[src/design/bcpm_pkg.sv]
// Package for the button chord priority map: sizes, field widths, codes and shared types.
// Depends on nothing; every other file of the block imports it.
package bcpm_pkg;

	// Table sizing.
	localparam int BUTTON_COUNT   = 32;
	localparam int ENTRY_CAPACITY = 1024;

	// Field widths of the words on the two channels.
	localparam int FUNC_W = 1;
	localparam int BTN_W  = 5;
	localparam int MASK_W = 32;
	localparam int CMD_W  = 12;
	localparam int ST_W   = 2;

	// Derived widths: a link holds slot number plus one, zero meaning end of list.
	localparam int SLOT_W     = $clog2(ENTRY_CAPACITY);
	localparam int LINK_W     = $clog2(ENTRY_CAPACITY + 1);
	localparam int HEAD_IDX_W = (BUTTON_COUNT > 1) ? $clog2(BUTTON_COUNT) : 1;
	localparam int POP_W      = $clog2(MASK_W + 1);

	// Population count chain: each cell counts CELL_BITS bits of the mask.
	localparam int CELL_BITS  = 8;
	localparam int CELL_COUNT = MASK_W / CELL_BITS;

	// Operation codes.
	localparam logic [FUNC_W-1:0] FN_ADD  = 1'b0;
	localparam logic [FUNC_W-1:0] FN_FIND = 1'b1;

	// Result status codes.
	localparam logic [ST_W-1:0] ST_OK   = 2'd0;
	localparam logic [ST_W-1:0] ST_MISS = 2'd1;
	localparam logic [ST_W-1:0] ST_FULL = 2'd2;

	// Token travelling along the population count chain.
	typedef struct packed {
		logic              v;
		logic [POP_W-1:0]  cnt;
		logic [MASK_W-1:0] bits;
	} pop_tok_t;

	// One stored chord entry; pop caches the popcount of mask.
	typedef struct packed {
		logic [MASK_W-1:0] mask;
		logic [CMD_W-1:0]  cmd;
		logic [POP_W-1:0]  pop;
		logic [LINK_W-1:0] link;
	} entry_t;

	// Write request to the entry store; link_only updates just the link field.
	typedef struct packed {
		logic              en;
		logic              link_only;
		logic [SLOT_W-1:0] addr;
		entry_t            ent;
	} ent_wr_t;

	// Read request to the entry store; the data is registered and appears in the cycle after the request.
	typedef struct packed {
		logic              en;
		logic [SLOT_W-1:0] addr;
	} ent_rd_t;

endpackage

[src/design/bcpm_pop_cell.sv]
// One cell of the population count chain: adds the ones of the low slice of the mask
// to the running count and hands the rest of the mask on. Depends on bcpm_pkg.
module bcpm_pop_cell (
	input  logic              clk,
	input  logic              arst_n,
	input  bcpm_pkg::pop_tok_t tok_in,
	output bcpm_pkg::pop_tok_t tok_out
);
	import bcpm_pkg::*;

	logic [POP_W-1:0]  slice_ones;
	logic              v_q;
	logic [POP_W-1:0]  cnt_q;
	logic [MASK_W-1:0] bits_q;

	// Count the ones in the slice this cell owns.
	always_comb begin
		slice_ones = '0;
		for (int i = 0; i < CELL_BITS; i++) begin
			slice_ones = slice_ones + POP_W'(tok_in.bits[i]);
		end
	end

	// The valid flag is control and is reset; the count and mask are payload.
	always_ff @(posedge clk or negedge arst_n) begin
		if (!arst_n) begin
			v_q <= 1'b0;
		end else begin
			v_q <= tok_in.v;
		end
	end

	always_ff @(posedge clk) begin
		cnt_q  <= tok_in.cnt + slice_ones;
		bits_q <= tok_in.bits >> CELL_BITS;
	end

	assign tok_out = '{v: v_q, cnt: cnt_q, bits: bits_q};
endmodule

[config.mk]
export PLATFORM = sky130hd
export DESIGN_NAME = bcpm_pop_cell
export DESIGN_NICKNAME = d
export VERILOG_FILES = /design/src/design/bcpm_pkg.sv /design/src/design/bcpm_pop_cell.sv
export SDC_FILE = /design/constraint.sdc
export NUM_CORES = 1
export LEC_CHECK = 0
export BUFFER_PORTS_ARGS = -buffer_cell sky130_fd_sc_hd__clkbuf_2
export CORE_MARGIN = 5
export CORE_UTILIZATION = 40
export DETAILED_ROUTE_END_ITERATION = 7
export PLACE_DENSITY_LB_ADDON = 0.12
export SKIP_CTS_REPAIR_TIMING = 1
export SLEW_MARGIN = 20
export SYNTH_ARGS = -nofsm -noshare
export SYNTH_HDL_FRONTEND = slang
export SYNTH_SLANG_ARGS = --single-unit
[constraint.sdc]
create_clock -name clk -period 1.6 [get_ports clk]
set_clock_uncertainty 0.1 [all_clocks]
set_input_delay 0.08 -clock clk [delete_from_list [all_inputs] [get_ports clk]]
set_output_delay 0.08 -clock clk [all_outputs]
set_load 0.005 [all_outputs]
==> metrics.txt <==
clock tree root buffer cell=clkbuf_4; Via-to-Cell Ratio=4.03; number of stages on the worst hold path=4; worst setup path endpoint=cnt_q[4]; Synth cell types=15; largest fanout on the critical path=2; number of clock sinks=31; routability congestion estimate=0.703; CTS tree=done; Final Power=0.00176 W; RSZ-0062 raised after global routing=true; CTS clk-pin slew, worst paths=0.08 ns; crit path cell chain=buf_6 -> fa_1 -> inv_1 -> fa_1 -> fa_1 -> fa_2 -> fa_2 -> inv_2 -> a21o_1 -> a21oi_2 -> xnor2_1; global-route wire length before repair=2960 um; count of fill cells added during filler insertion=190; synthesized-area fraction occupied by and/or/nand/nor cells=0.0124; crit-path max cell delay=0.52 ns; most common cell after layout, fill and taps aside=clkbuf_2; global route hottest layer=met2; required time of the critical path=1.70 ns; global route total overflow=0; failing checks=negative setup slack; DR WL/cell=11.9 um; maximum capacitance violations=0; XOR/XNOR share of the synthesized area=0.0347; commonest non-fill, non-tap cells in the layout=clkbuf_2, dfxtp_1, dlygate4sd3_1; worst slack, placed=-1.39 ns; M2 GR Usage=0.201; post-detailed-route DRC marker count=0; worst setup margin=-1.04 ns; status=finished with violations; CTS buffer count=5; classification of the worst setup path=primary input to flip-flop; met3 demand-to-capacity share in global routing=0.0497; total global-route track usage=0.112; count of boundary I/O pins=80; Gate Count Post-Synth=78; period utilization=1.65; Max Freq=379 MHz; register bit count reported by yosys=31; number of global-route vias before repair=741; Hold/Removal Path Class=primary input to flip-flop; endpoint type of the worst setup path=flip-flop; final setup fails=6; layout overhead on the synthesized area=74.0%; largest family of logic cells by synthesized area=adder cells; placed wire-length estimate after detailed placement=1760 um; Synth Area in Compound Gates=0.0384; cell mode on critical path=fa_1; number of levels in the clock H-tree=2; static power due to leakage=0.975 nW; diode insertion count for antenna repair=0; Max IR drop VDD=0.681 mV; number of nets with antenna violations after detailed routing=0; 1st-iter DRT viols=10; nature of the critical path startpoint=primary input; ratio of cells with drive above 1 in the final layout=0.458; overall die area=3630 sq um; sequential element share of the synthesized area=0.619; adder-cell area share of the yosys netlist=0.173; Horiz. Die Dim=60.3 um; total number of vias=887; Worst path slowest cell=fa_1; Starting Density=0.412; initial antenna violation count=0; Routed WL=2620 um; Critical Path Start=tok_in[0]; data arrival time of the worst path=2.74 ns; Cell Area, Synth=1010 sq um; synthesized area per cell=13.0 sq um; Longest Clk Path Bufs=2; pin count of the biggest net entering global routing=10; number of rows in the core area=18; post-layout net count=241; post-synthesis mux area share=0; first-pass iteration count of the detailed router=3; count of warnings emitted by yosys=0; max-slew violation count=0; Tmin final=2.64 ns; met1 usage in global routing=0.107; Port Buffer Count=71; power density over the cells=999 nW/um^2; chip height=60.3 um; endpoints failing hold=0; Core Footprint=2450 sq um
-- report_power, final --
part / internal (W) / switching [W] / leakage [nW]
Combinational: 0.000274 / 0.000189 / 0.681
Sequential: 0.000868 / 0.0000244 / 0.265
Clock: 0.000171 / 0.000231 / 0.0293
Total: 0.00131 / 0.000444 / 0.975
-- worst min-delay path by stage --
| stage | startpoint | endpoint | slack, ns |
|---|---|---|---|
| global placement | arst_n | v_q | -0.24 |
| finish | tok_in[4] | cnt_q[0] | 0.08 |
| CTS | arst_n | v_q | -0.59 |
| global route | tok_in[4] | cnt_q[0] | 0.10 |
| floorplan | arst_n | v_q | -0.32 |
| detailed placement | arst_n | v_q | -0.24 |
-- metal layers --
metal / share of wire / wire length, um
met2: 0.57 / 1500
met3: 0.11 / 294
met5: 0 / 0
met1: 0.30 / 784
met4: 0.014 / 36
-- cell type report --
| type | instances | area (sq um) | area share |
|---|---|---|---|
| flip-flops and latches | 31 | 626 | 0.356 |
| multi-input cells | 31 | 297 | 0.169 |
| well taps | 30 | 37.5 | 0.0213 |
| inverters | 14 | 52.6 | 0.0299 |
| repair buffers | 106 | 697 | 0.396 |
| clock inverters | 1 | 5.00 | 0.00284 |
| clock buffers | 7 | 45.0 | 0.0256 |
-- per-stage QoR --
step	std cells	area (sq um)	hold slack, ns	TNS, ns	utilization
final	220	1760	0.0815	-5.16	0.717
after global routing	220	1760	0.103	-5.59	0.717
after CTS	189	1450	-0.591	-4.84	0.590
after detailed placement	181	1400	-0.244	-6.86	0.569
after global placement	181	1400	-0.245	-6.61	0.569
after floorplan	85	1040	-0.316	-5.79	-
-- critical path: cells and delay by family --
kind                     cells  cell delay [ns]
adder cells (fa/ha/maj)      5             2.19
buffers and inverters        3             0.19
AO/OA/AOI/OAI                2             0.18
XOR/XNOR                     1             0.11
-- cells in the mapped netlist --
master / number / area share
buf_4: 9 / 0.067
ha_1: 6 / 0.074
dfxtp_1: 30 / 0.59
inv_1: 14 / 0.052
nand2_1: 2 / 0.0074
a21oi_2: 1 / 0.0087
nand3_1: 1 / 0.0049
dfrtp_1: 1 / 0.025
xor2_1: 1 / 0.0087
a21oi_1: 1 / 0.0049
conb_1: 1 / 0.0037
a41o_1: 1 / 0.0099
fa_1: 5 / 0.099
a21o_1: 2 / 0.015
xnor2_1: 3 / 0.026
-- sequential cells by signal, summed over array words and instances (netlist names) --
name    flops
v_q         1
bits_q     24
cnt_q       6
-- logic make-up after synthesis --
family,Yosys count
AO/OA/AOI/OAI,5
flip-flops,31
other,1
buffers and inverters,23
adder cells (fa/ha/maj),11
XOR/XNOR,4
AND/OR/NAND/NOR,3
Power figures use the tool's default switching activity.
